--- config.mk ---
export PLATFORM = sky130hd
export DESIGN_NAME = bsc_ctrl
export DESIGN_NICKNAME = d
export VERILOG_FILES = /design/src/hw/rtl/bsc_pkg.sv /design/src/hw/rtl/bsc_ctrl.sv
export SDC_FILE = /design/constraint.sdc
export NUM_CORES = 1
export LEC_CHECK = 0
export BUFFER_PORTS_ARGS = -buffer_cell sky130_fd_sc_hd__buf_2
export CAP_MARGIN = 20
export CORE_MARGIN = 2
export CORE_UTILIZATION = 39
export CTS_CLUSTER_DIAMETER = 40
export DETAILED_ROUTE_END_ITERATION = 7
export PLACE_DENSITY = 0.84
export REMOVE_ABC_BUFFERS = 1
export SLEW_MARGIN = 20
export SYNTH_ARGS = -nofsm -noshare
export SYNTH_HDL_FRONTEND = slang
export SYNTH_SLANG_ARGS = --single-unit
--- constraint.sdc ---
create_clock -name clk -period 3.5 [get_ports clk]
set_input_delay 1.05 -clock clk [delete_from_list [all_inputs] [get_ports clk]]
set_output_delay 1.05 -clock clk [all_outputs]
set_load 0.02 [all_outputs]
--- src/hw/rtl/bsc_pkg.sv ---
// Shared types and constants for the banked SRAM cartridge mapper.
// No dependencies; used by bsc_ctrl, bsc_sram and the top level.
package bsc_pkg;

    localparam int SRAM_BYTES = 32768;
    localparam int SRAM_AW    = $clog2(SRAM_BYTES);

    // Control latch as written to $DE00-$DEFF, MSB first.
    typedef struct packed {
        logic       exrom;
        logic       game;
        logic       sram_visible;
        logic       sram_write_on;
        logic       io_locked;
        logic [2:0] bank;
    } latch_t;

    typedef logic [1:0] mode_t;

    localparam mode_t MODE_16K     = 2'd0;
    localparam mode_t MODE_8K      = 2'd1;
    localparam mode_t MODE_ULTIMAX = 2'd2;
    localparam mode_t MODE_OFF     = 2'd3;

    localparam logic OP_READ  = 1'b0;
    localparam logic OP_WRITE = 1'b1;

    // 8 KiB regions, bus_address[15:13]
    typedef logic [2:0] region_t;

    localparam region_t REGION_4000 = 3'd2;
    localparam region_t REGION_6000 = 3'd3;
    localparam region_t REGION_8000 = 3'd4;
    localparam region_t REGION_A000 = 3'd5;
    localparam region_t REGION_E000 = 3'd7;

    // I/O page holding the latch, bus_address[15:8]
    localparam logic [7:0] LATCH_PAGE = 8'hDE;

    typedef struct packed {
        logic                 we;
        logic                 re;
        logic [SRAM_AW-1:0]   addr;
        logic [7:0]           wdata;
    } sram_req_t;

    typedef struct packed {
        logic  drives_bus;
        logic  write_route;
        logic  window_writable;
        mode_t mode;
        logic  game;
        logic  exrom;
    } status_t;

    typedef struct packed {
        sram_req_t req;
        logic      use_sram;
        status_t   status;
    } ctrl_t;

endpackage

--- src/hw/rtl/bsc_ctrl.sv ---
// Control latch and address decode for the banked SRAM cartridge mapper.
// Depends on bsc_pkg.
module bsc_ctrl (
    input  logic           clk,
    input  logic           rst_n,
    input  logic           accept,
    input  logic           opcode,
    input  logic [15:0]    bus_address,
    input  logic [7:0]     write_data,
    output bsc_pkg::ctrl_t ctl
);

    bsc_pkg::latch_t  latch_reg;
    bsc_pkg::latch_t  latch_next;
    bsc_pkg::region_t region;
    bsc_pkg::mode_t   mode_cur;
    bsc_pkg::mode_t   mode_new;
    logic             is_write;
    logic             low_win;
    logic             high_win;
    logic             wr_sram;
    logic             rd_low;
    logic             rd_high;
    logic             rd_sram;
    logic             load;
    logic             in_win;
    logic [bsc_pkg::SRAM_AW-1:0] offset;

    assign region   = bus_address[15:13];
    assign is_write = (opcode == bsc_pkg::OP_WRITE);
    assign mode_cur = {latch_reg.exrom, latch_reg.game};

    assign low_win  = (region == bsc_pkg::REGION_4000) || (region == bsc_pkg::REGION_8000);
    assign high_win = (region == bsc_pkg::REGION_6000) || (region == bsc_pkg::REGION_A000)
                   || (region == bsc_pkg::REGION_E000);

    assign wr_sram = is_write && latch_reg.sram_write_on
                  && (mode_cur != bsc_pkg::MODE_OFF) && (low_win || high_win);

    assign rd_low  = (region == bsc_pkg::REGION_8000);
    assign rd_high = (region == bsc_pkg::REGION_A000) || (region == bsc_pkg::REGION_E000);
    assign rd_sram = !is_write && latch_reg.sram_visible && (rd_low || rd_high);

    // a write that hits SRAM never reaches the latch
    assign load = is_write && !wr_sram && (bus_address[15:8] == bsc_pkg::LATCH_PAGE)
               && !latch_reg.io_locked;

    assign latch_next = load ? bsc_pkg::latch_t'(write_data) : latch_reg;
    assign mode_new   = {latch_next.exrom, latch_next.game};

    // window select in bit 13, bank bit 0 picks the 16 KiB half
    assign offset = {latch_reg.bank[0], (wr_sram ? high_win : rd_high), bus_address[12:0]};

    always_comb
    begin
        case (mode_new)
            bsc_pkg::MODE_16K:     in_win = (bus_address[15:14] == 2'b10);
            bsc_pkg::MODE_8K:      in_win = (region == bsc_pkg::REGION_8000);
            bsc_pkg::MODE_ULTIMAX: in_win = (region == bsc_pkg::REGION_8000)
                                         || (region == bsc_pkg::REGION_E000);
            default:               in_win = 1'b0;
        endcase
    end

    always_comb
    begin
        ctl.req.we                 = wr_sram;
        ctl.req.re                 = rd_sram;
        ctl.req.addr               = offset;
        ctl.req.wdata              = write_data;
        ctl.use_sram               = rd_sram;
        ctl.status.drives_bus      = latch_next.sram_visible && in_win;
        ctl.status.write_route     = latch_next.sram_write_on
                                  && (mode_new != bsc_pkg::MODE_OFF)
                                  && (bus_address[15:14] == 2'b01);
        ctl.status.window_writable = latch_next.sram_write_on && in_win;
        ctl.status.mode            = mode_new;
        ctl.status.game            = latch_next.game;
        ctl.status.exrom           = latch_next.exrom;
    end

    always_ff @(posedge clk or negedge rst_n)
    begin
        if (!rst_n)
        begin
            latch_reg <= '0;
        end
        else if (accept && load)
        begin
            latch_reg <= latch_next;
        end
    end

endmodule

==> flow_metrics.env, run 1 <==
export IMPL_run_status="completed"
export IMPL_rr_endpoint="latch_reg[7]"
export IMPL_r2r_setup_slack_ns=2.20
export IMPL_cts_tree="done"
export IMPL_rr_startpoint="latch_reg[3]"
export IMPL_ioPinCount=61
export IMPL_power_share_clock_pct=34.0
export IMPL_overflow=0
export IMPL_avgViaCountPerCell=5.40
export IMPL_pwr_share_seq_pct=39.4
export IMPL_synth_sequential_area_ratio_pct=22.5
export IMPL_drive_gt1_share_pct=64.7
export IMPL_crit_top_cell="buf_2"
export IMPL_p_leak_nw=0.374
export IMPL_hold_path_startpoint="latch_reg[3]"
export IMPL_insertion_delay_ns=0.24
export IMPL_grt_pass1_wl_mm=2.21
export IMPL_gr_usage_all_layers_pct=14.9
export IMPL_postLayoutSetupSlackWorst_ns=0.202
export IMPL_cpPeakStageDelay_ns=0.38
export IMPL_synth_warnings=0
export IMPL_crit_type="primary input to output pin"
export IMPL_worstPathArrival_ns=2.25
export IMPL_synth_area_per_cell_um2=9.41
export IMPL_post_cts_resized=0
export IMPL_place_hpwl_mm=1.23
export IMPL_core_um2=1560
export IMPL_finalWirelength_mm=1.42
export IMPL_largest_reg_flops=5
export IMPL_slew_violations=0
export IMPL_p_comb_share_pct=26.6
export IMPL_gp_congestion=0.786
export IMPL_setup_viol=0
export IMPL_vdd_drop_max_uv=148
export IMPL_whs_path_depth=1
export IMPL_startpoint_type="primary input"
export IMPL_pwr_density_cell_nw_per_um2=268
export IMPL_syn2layout_area_growth_pct=3.75
export IMPL_holdCritPathClass="flop to flop"
export IMPL_syn_inst=71
export IMPL_crit_slowest_cell="mux2_2"
export IMPL_clock_skew_ns=0.000659
export IMPL_cp_required_ns=2.45
export IMPL_fmax_mhz=303
export IMPL_final_period_utilization_pct=94.2
export IMPL_grt_start_max_net_pins=9
export IMPL_finalCriticalPeriod_ns=3.30
export IMPL_vias=545
export IMPL_htree_levels=1
export IMPL_antenna_found_initial=0
export IMPL_hold_buffers=0
export IMPL_p_int_uw=130
export IMPL_post_cts_buffers=0
export IMPL_worstMarginPinSlew_ns=0.260
export IMPL_drc=0
export IMPL_swShare_pct=30.3
export IMPL_synth_cell_types=25
export IMPL_n_antenna_cell=0
export IMPL_fp_dieArea_um2=2060
export IMPL_power_switching_uw=56.3
export IMPL_slew_headroom_pct=82.6
export IMPL_min_delay_worst_endpoint="latch_reg[3]"
export IMPL_wl_per_cell_um=14.1
export IMPL_rr_worst_depth=3
export IMPL_final_common_cell="buf_2"
export IMPL_drt_iter0_drc=13
export IMPL_clock_sinks=6
export IMPL_grt_pass1_vias=515
export IMPL_cp_end_kind="output pin"
export IMPL_hold_viol_final=0
export IMPL_layout_common_cells="40 x buf_2, 7 x mux2_2, 6 x dfrtp_1"
export IMPL_crit_fanout=6
export IMPL_clkTransAtPathRegs_ns=0.05
export IMPL_ys_ff_latch=6
export IMPL_fin_nets=115
export IMPL_rsz0062_at_grt="no"
export IMPL_tns_ns=0
export IMPL_start_util_pct=42.9
export IMPL_drv_cap=0
export IMPL_die_x_um=45.4
export IMPL_rows=14
export IMPL_cts_root_buf="clkbuf_4"
export IMPL_cts_buffers=3
export IMPL_worstPathCellList="buf_2 > nand3b_1 > nor3_2 > mux2_2 > buf_2"
export IMPL_dieHeight_um=45.4
export IMPL_dr_pass1_iters=4
export IMPL_syn_cell_area_um2=668
export IMPL_io_buffers=40
export IMPL_pre_cts_slack_ns=0.203
export IMPL_ant_nets=0
export IMPL_clockBufferDepth=2
cells in the mapped netlist (all sizes together):
library cell,number,area (um^2)
nor3,2,15.0
nand3b,2,15.0
o21a,1,7.51
dfrtp,6,150
and4,1,8.76
o31ai,2,15.0
nor2,1,3.75
and3b,2,18.8
and4b,1,11.3
a21boi,1,7.51
maj3,1,10.0
mux2,7,78.8
inv,1,3.75
buf,29,218
o21ai,1,5.00
nand3,1,5.00
nand4,4,40.0
a211oi,2,15.0
nor2b,1,6.26
nand4b,2,17.5
nand2,2,7.51
a31o,1,8.76
cell families (layout without fill, tap and decap cells):
family                   Yosys count  in the layout  synth area share (%)
flip-flops                         6              6                  22.5
multiplexers                       7              7                  11.8
adder cells (fa/ha/maj)            1              1                  1.50
AND/OR/NAND/NOR                   19             19                  22.3
AO/OA/AOI/OAI                      8              8                  8.80
buffers and inverters             30             44                  33.1
worst max-delay path, delay by kind of cell:
| kind | cells | cell delay [ns] |
|---|---|---|
| buf+inv | 2 | 0.29 |
| mux | 1 | 0.38 |
| simple gates | 2 | 0.53 |
cell type report:
class	count	area, um^2
Tap cell	16	20.0
Multi-Input combinational cell	35	297
Timing Repair Buffer	40	200
Inverter	1	3.75
Sequential cell	6	150
Clock buffer	3	22.5
Fill cell	159	866
worst max-delay path by stage:
stage                          from  cells after the start     end
finish              bus_address[13]                      5  ctl[0]
global route        bus_address[13]                      5  ctl[2]
CTS                 bus_address[13]                      5  ctl[0]
detailed placement  bus_address[13]                      5  ctl[0]
global placement    bus_address[13]                      5  ctl[0]
floorplan           bus_address[13]                      3  ctl[4]
per-stage QoR:
stage          std cells  power [mW]  hold WS, ns  cell area, um^2  util (%)
3_3_place_gp          98       0.123        0.485              671      43.0
2_1_floorplan         42      0.0888        0.447              450         -
6_report             101       0.186        0.510              693      44.5
4_1_cts              101       0.189        0.517              693      44.5
5_1_grt              101       0.197        0.527              693      44.5
3_5_place_dp          98       0.124        0.508              671      43.0
power groups by stage:
| stage | registers, mW | logic (mW) | clock network, mW |
|---|---|---|---|
| finish | 0.0733 | 0.0496 | 0.0632 |
| global route | 0.0736 | 0.0542 | 0.0693 |
| CTS | 0.0733 | 0.0502 | 0.0656 |
| detailed placement | 0.0744 | 0.0499 | 0 |
| global placement | 0.0742 | 0.0491 | 0 |
| floorplan | 0.0741 | 0.0147 | 0 |
layer usage:
layer  part of all wire, %  GRT usage, %  routed length [um]
met1                    36          15.5                 517
met3                    18          8.73                 249
met5                     0             0                   0
met2                    46          24.8                 654
met4                     0          5.29                   0
Power figures use the tool's default switching activity.
==> inputs of run 2 (changes only) <==
- MAX_ROUTING_LAYER: unset -> met4
- RECOVER_POWER: unset -> 25
==> flow_metrics.env, run 2 (synthesis results as in run 1) <==
export IMPL_rr_endpoint="latch_reg[7]"
export IMPL_p_leak_nw=0.363
export IMPL_drive_gt1_share_pct=60.0
export IMPL_whs_path_depth=1
export IMPL_overflow=0
export IMPL_rr_worst_depth=3
export IMPL_area_sequential_um2=150
export IMPL_htree_levels=1
export IMPL_cts_root_buf="clkbuf_4"
export IMPL_grt_pass1_vias=517
export IMPL_gr_usage_all_layers_pct=15.4
export IMPL_io_buffers=40
export IMPL_clock_sinks=6
export IMPL_dr_max_layer_used="met3"
export IMPL_clockBufferDepth=2
export IMPL_finalPower_uw=184
export IMPL_die_x_um=45.4
export IMPL_critical_path_buf_inv_count=2
export IMPL_min_delay_worst_endpoint="latch_reg[3]"
export IMPL_start_util_pct=42.9
export IMPL_rows=14
export IMPL_final_period_utilization_pct=94.2
export IMPL_pre_cts_slack_ns=0.203
export IMPL_grt_start_max_net_pins=9
export IMPL_r2r_setup_slack_ns=2.07
export IMPL_cp_top_family="simple AND/OR/NAND/NOR gates"
export IMPL_ant_nets=0
export IMPL_drt_iter0_drc=11
export IMPL_dr_pass1_iters=4
export IMPL_hold_path_startpoint="latch_reg[3]"
export IMPL_cp_required_ns=2.45
export IMPL_fmax_mhz=303
export IMPL_gp_congestion=0.797
export IMPL_pwr_density_cell_nw_per_um2=273
export IMPL_grt_pass1_wl_mm=2.21
export IMPL_vias=550
export IMPL_setup_viol=0
export IMPL_antenna_found_initial=0
export IMPL_fin_nets=115
export IMPL_worst_path_stages=5
export IMPL_syn2layout_area_growth_pct=0.936
export IMPL_post_cts_resized=0
export IMPL_crit_slowest_cell="mux2_2"
export IMPL_wl_met1_um=513
export IMPL_crit_type="primary input to output pin"
export IMPL_worstPathArrival_ns=2.25
export IMPL_slew_violations=0
export IMPL_drc=0
export IMPL_dieHeight_um=45.4
export IMPL_crit_fanout=6
export IMPL_avgViaCountPerCell=5.45
export IMPL_largest_reg_flops=5
export IMPL_crit_start="bus_address[13]"
export IMPL_route_met3_wl_um=251
export IMPL_core_um2=1560
export IMPL_postLayoutSetupSlackWorst_ns=0.202
export IMPL_hold_viol_final=0
export IMPL_fp_dieArea_um2=2060
export IMPL_slew_headroom_pct=78.3
export IMPL_rsz0062_at_grt="no"
export IMPL_cp_end_kind="output pin"
export IMPL_hold_buffers=0
export IMPL_cts_tree="done"
export IMPL_multiInputGateArea_um2=280
export IMPL_finalCriticalPeriod_ns=3.30
export IMPL_clkTransAtPathRegs_ns=0.05
export IMPL_place_hpwl_mm=1.23
export IMPL_holdCritPathClass="flop to flop"
export IMPL_cts_buffers=3
export IMPL_clock_skew_ns=0.00110
export IMPL_num_fill_cells=164
export IMPL_vdd_drop_max_uv=147
export IMPL_run_status="completed"
export IMPL_rr_startpoint="latch_reg[3]"
export IMPL_worstPathCellList="buf_2 > nand3b_1 > nor3_2 > mux2_2 > buf_2"
export IMPL_final_common_cell="buf_2"
export IMPL_tns_ns=0
export IMPL_insertion_delay_ns=0.24
export IMPL_finalWirelength_mm=1.42
export IMPL_wl_met2_um=659
export IMPL_drv_cap=0
export IMPL_startpoint_type="primary input"
export IMPL_n_antenna_cell=0
export IMPL_crit_top_cell="buf_2"
export IMPL_ioPinCount=61
export IMPL_worstMarginPinSlew_ns=0.325
export IMPL_cpPeakStageDelay_ns=0.38
export IMPL_wl_per_cell_um=14.1
export IMPL_layout_common_cells="38 x buf_2, 7 x mux2_2, 6 x dfrtp_1"
export IMPL_post_cts_buffers=0
## run 2: worst max-delay path by stage
stage               endpoint  slack [ns]
global route          ctl[2]        0.11
detailed placement    ctl[0]        0.20
finish                ctl[0]        0.20
global placement      ctl[0]        0.22
CTS                   ctl[0]        0.19
floorplan             ctl[4]        0.37
## run 2: final cells by class
type / count / area share (%)
flip-flops and latches: 6 / 22.3
well taps: 16 / 2.97
repair buffers: 40 / 29.3
clock buffers: 3 / 3.34
inverters: 1 / 0.557
multi-input cells: 35 / 41.6
## run 2: through the flow
stage	hold slack [ns]	utilization, %	instance area [um^2]	std cells
global route	0.527	43.3	674	101
CTS	0.517	44.5	693	101
floorplan	0.447	-	450	42
finish	0.508	43.3	674	101
detailed placement	0.508	43.0	671	98
global placement	0.485	43.0	671	98
## run 2: power by group
group	internal [mW]	switching (mW)	total (mW)
logic	0.0190	0.0291	0.0480
clock network	0.0387	0.0242	0.0629
registers	0.0715	0.00187	0.0733
## run 2: routing by layer
metal  global-route usage [%]  vias up
li1                         -      257
met5                        -        -
met4                     5.29        0
met3                     8.73        0
met1                     15.5      247
met2                     24.8       46
==> inputs of run 3 (changes only) <==
- CORE_UTILIZATION: 39 -> 36
- PLACE_DENSITY: 0.84 -> 0.78
- clock period: 3.5 -> 3.71 ns (I/O delays scaled with it)
==> flow_metrics.env, run 3 (synthesis results as in run 1) <==
export IMPL_n_antenna_cell=0
export IMPL_die_x_um=47.1
export IMPL_vias=535
export IMPL_slew_violations=0
export IMPL_cp_top_family="simple AND/OR/NAND/NOR gates"
export IMPL_swShare_pct=29.1
export IMPL_largest_reg_flops=5
export IMPL_drt_iter0_drc=4
export IMPL_final_period_utilization_pct=93.0
export IMPL_startpoint_type="primary input"
export IMPL_setup_viol=0
export IMPL_critical_path_buf_inv_count=2
export IMPL_gr_usage_all_layers_pct=14.1
export IMPL_hold_viol_final=0
export IMPL_post_cts_resized=0
export IMPL_pwr_density_cell_nw_per_um2=251
export IMPL_postLayoutCellArea_um2=686
export IMPL_p_int_uw=122
export IMPL_dieHeight_um=47.1
export IMPL_p_leak_nw=0.363
export IMPL_cts_root_buf="clkbuf_4"
export IMPL_cts_buffers=3
export IMPL_holdCritPathClass="flop to flop"
export IMPL_worst_path_stages=5
export IMPL_cp_required_ns=2.60
export IMPL_p_comb_share_pct=26.6
export IMPL_worstPathArrival_ns=2.34
export IMPL_dr_pass1_iters=4
export IMPL_power_share_clock_pct=33.1
export IMPL_rows=15
export IMPL_clock_sinks=6
export IMPL_core_um2=1750
export IMPL_hold_ws_ns=0.495
export IMPL_grt_pass1_wl_mm=2.10
export IMPL_rr_worst_depth=3
export IMPL_fmax_mhz=290
export IMPL_rr_startpoint="latch_reg[3]"
export IMPL_placed_area_um2=682
export IMPL_grt_pass1_vias=484
export IMPL_start_util_pct=38.3
export IMPL_area_sequential_um2=150
export IMPL_rsz0062_at_grt="no"
export IMPL_vdd_drop_max_uv=106
export IMPL_rr_endpoint="latch_reg[7]"
export IMPL_slew_headroom_pct=77.9
export IMPL_layout_common_cells="38 x buf_2, 7 x mux2_2, 6 x dfrtp_1"
export IMPL_power_switching_uw=50.0
export IMPL_clock_skew_ns=0.00202
export IMPL_clockBufferDepth=2
export IMPL_ioPinCount=61
export IMPL_grt_start_max_net_pins=9
export IMPL_crit_fanout=6
export IMPL_drc=0
export IMPL_crit_type="primary input to output pin"
export IMPL_hold_buffers=0
export IMPL_final_common_cell="buf_2"
export IMPL_gp_congestion=0.913
export IMPL_hold_path_startpoint="latch_reg[3]"
export IMPL_clkTransAtPathRegs_ns=0.04
export IMPL_pwr_share_seq_pct=40.3
export IMPL_overflow=0
export IMPL_num_fill_cells=179
export IMPL_cpPeakStageDelay_ns=0.37
export IMPL_syn2layout_area_growth_pct=2.62
export IMPL_cp_end_kind="output pin"
export IMPL_wl_per_cell_um=13.3
export IMPL_ant_nets=0
export IMPL_drv_cap=0
export IMPL_finalCriticalPeriod_ns=3.45
export IMPL_fp_dieArea_um2=2220
export IMPL_post_cts_buffers=0
export IMPL_worstPathCellList="clkbuf_1 > nand3b_1 > nor3_2 > mux2_2 > buf_2"
export IMPL_drive_gt1_share_pct=60.0
export IMPL_run_status="completed"
export IMPL_io_buffers=40
export IMPL_avgViaCountPerCell=4.86
export IMPL_place_hpwl_mm=1.26
export IMPL_endpoint="ctl[0]"
export IMPL_r2r_setup_slack_ns=2.28
export IMPL_finalWirelength_mm=1.46
export IMPL_tns_ns=0
export IMPL_antenna_found_initial=0
export IMPL_multiInputGateArea_um2=280
export IMPL_htree_levels=1
export IMPL_crit_slowest_cell="mux2_2"
export IMPL_worstMarginPinSlew_ns=0.331
export IMPL_crit_start="bus_address[13]"
export IMPL_fin_nets=115
export IMPL_cts_tree="done"
export IMPL_insertion_delay_ns=0.24
run 3: stage by stage:
stage               utilization [%]  power (mW)  worst slack (ns)  std cells
floorplan                         -      0.0838             0.455         42
global placement               39.1       0.116             0.318        107
detailed placement             39.1       0.118             0.290        107
CTS                            40.4       0.176             0.279        110
global route                   39.3       0.182             0.138        110
finish                         39.3       0.172             0.261        110
run 3: power groups by stage:
stage / registers [mW] / clock network (mW) / logic [mW]
after global routing: 0.0694 / 0.0623 / 0.0500
final: 0.0692 / 0.0569 / 0.0458
after detailed placement: 0.0701 / 0 / 0.0475
after floorplan: 0.0700 / 0 / 0.0138
after CTS: 0.0691 / 0.0594 / 0.0477
after global placement: 0.0699 / 0 / 0.0465
run 3: worst min path at each step:
stage	endpoint	slack, ns	cells past startpoint
final	latch_reg[3]	0.50	1
after floorplan	latch_reg[3]	0.45	1
after global routing	ctl[30]	0.52	1
after detailed placement	latch_reg[3]	0.49	1
after CTS	latch_reg[3]	0.50	1
after global placement	latch_reg[3]	0.48	1
run 3: final cells by class:
| class | count | area share, % |
|---|---|---|
| Inverter | 1 | 0.547 |
| Sequential cell | 6 | 21.9 |
| Timing Repair Buffer | 40 | 28.8 |
| Tap cell | 25 | 4.56 |
| Multi-Input combinational cell | 35 | 40.9 |
| Clock buffer | 3 | 3.28 |
run 3: metal layers:
layer | part of all wire, % | vias up | wire length [um] | track usage [%]
met1 | 34 | 235 | 494 | 14.4
met3 | 16 | 0 | 234 | 10.8
met2 | 50 | 41 | 735 | 20.5
met5 | 0 | - | 0 | -
met4 | 0 | 0 | 0 | 5.00
li1 | - | 259 | - | -
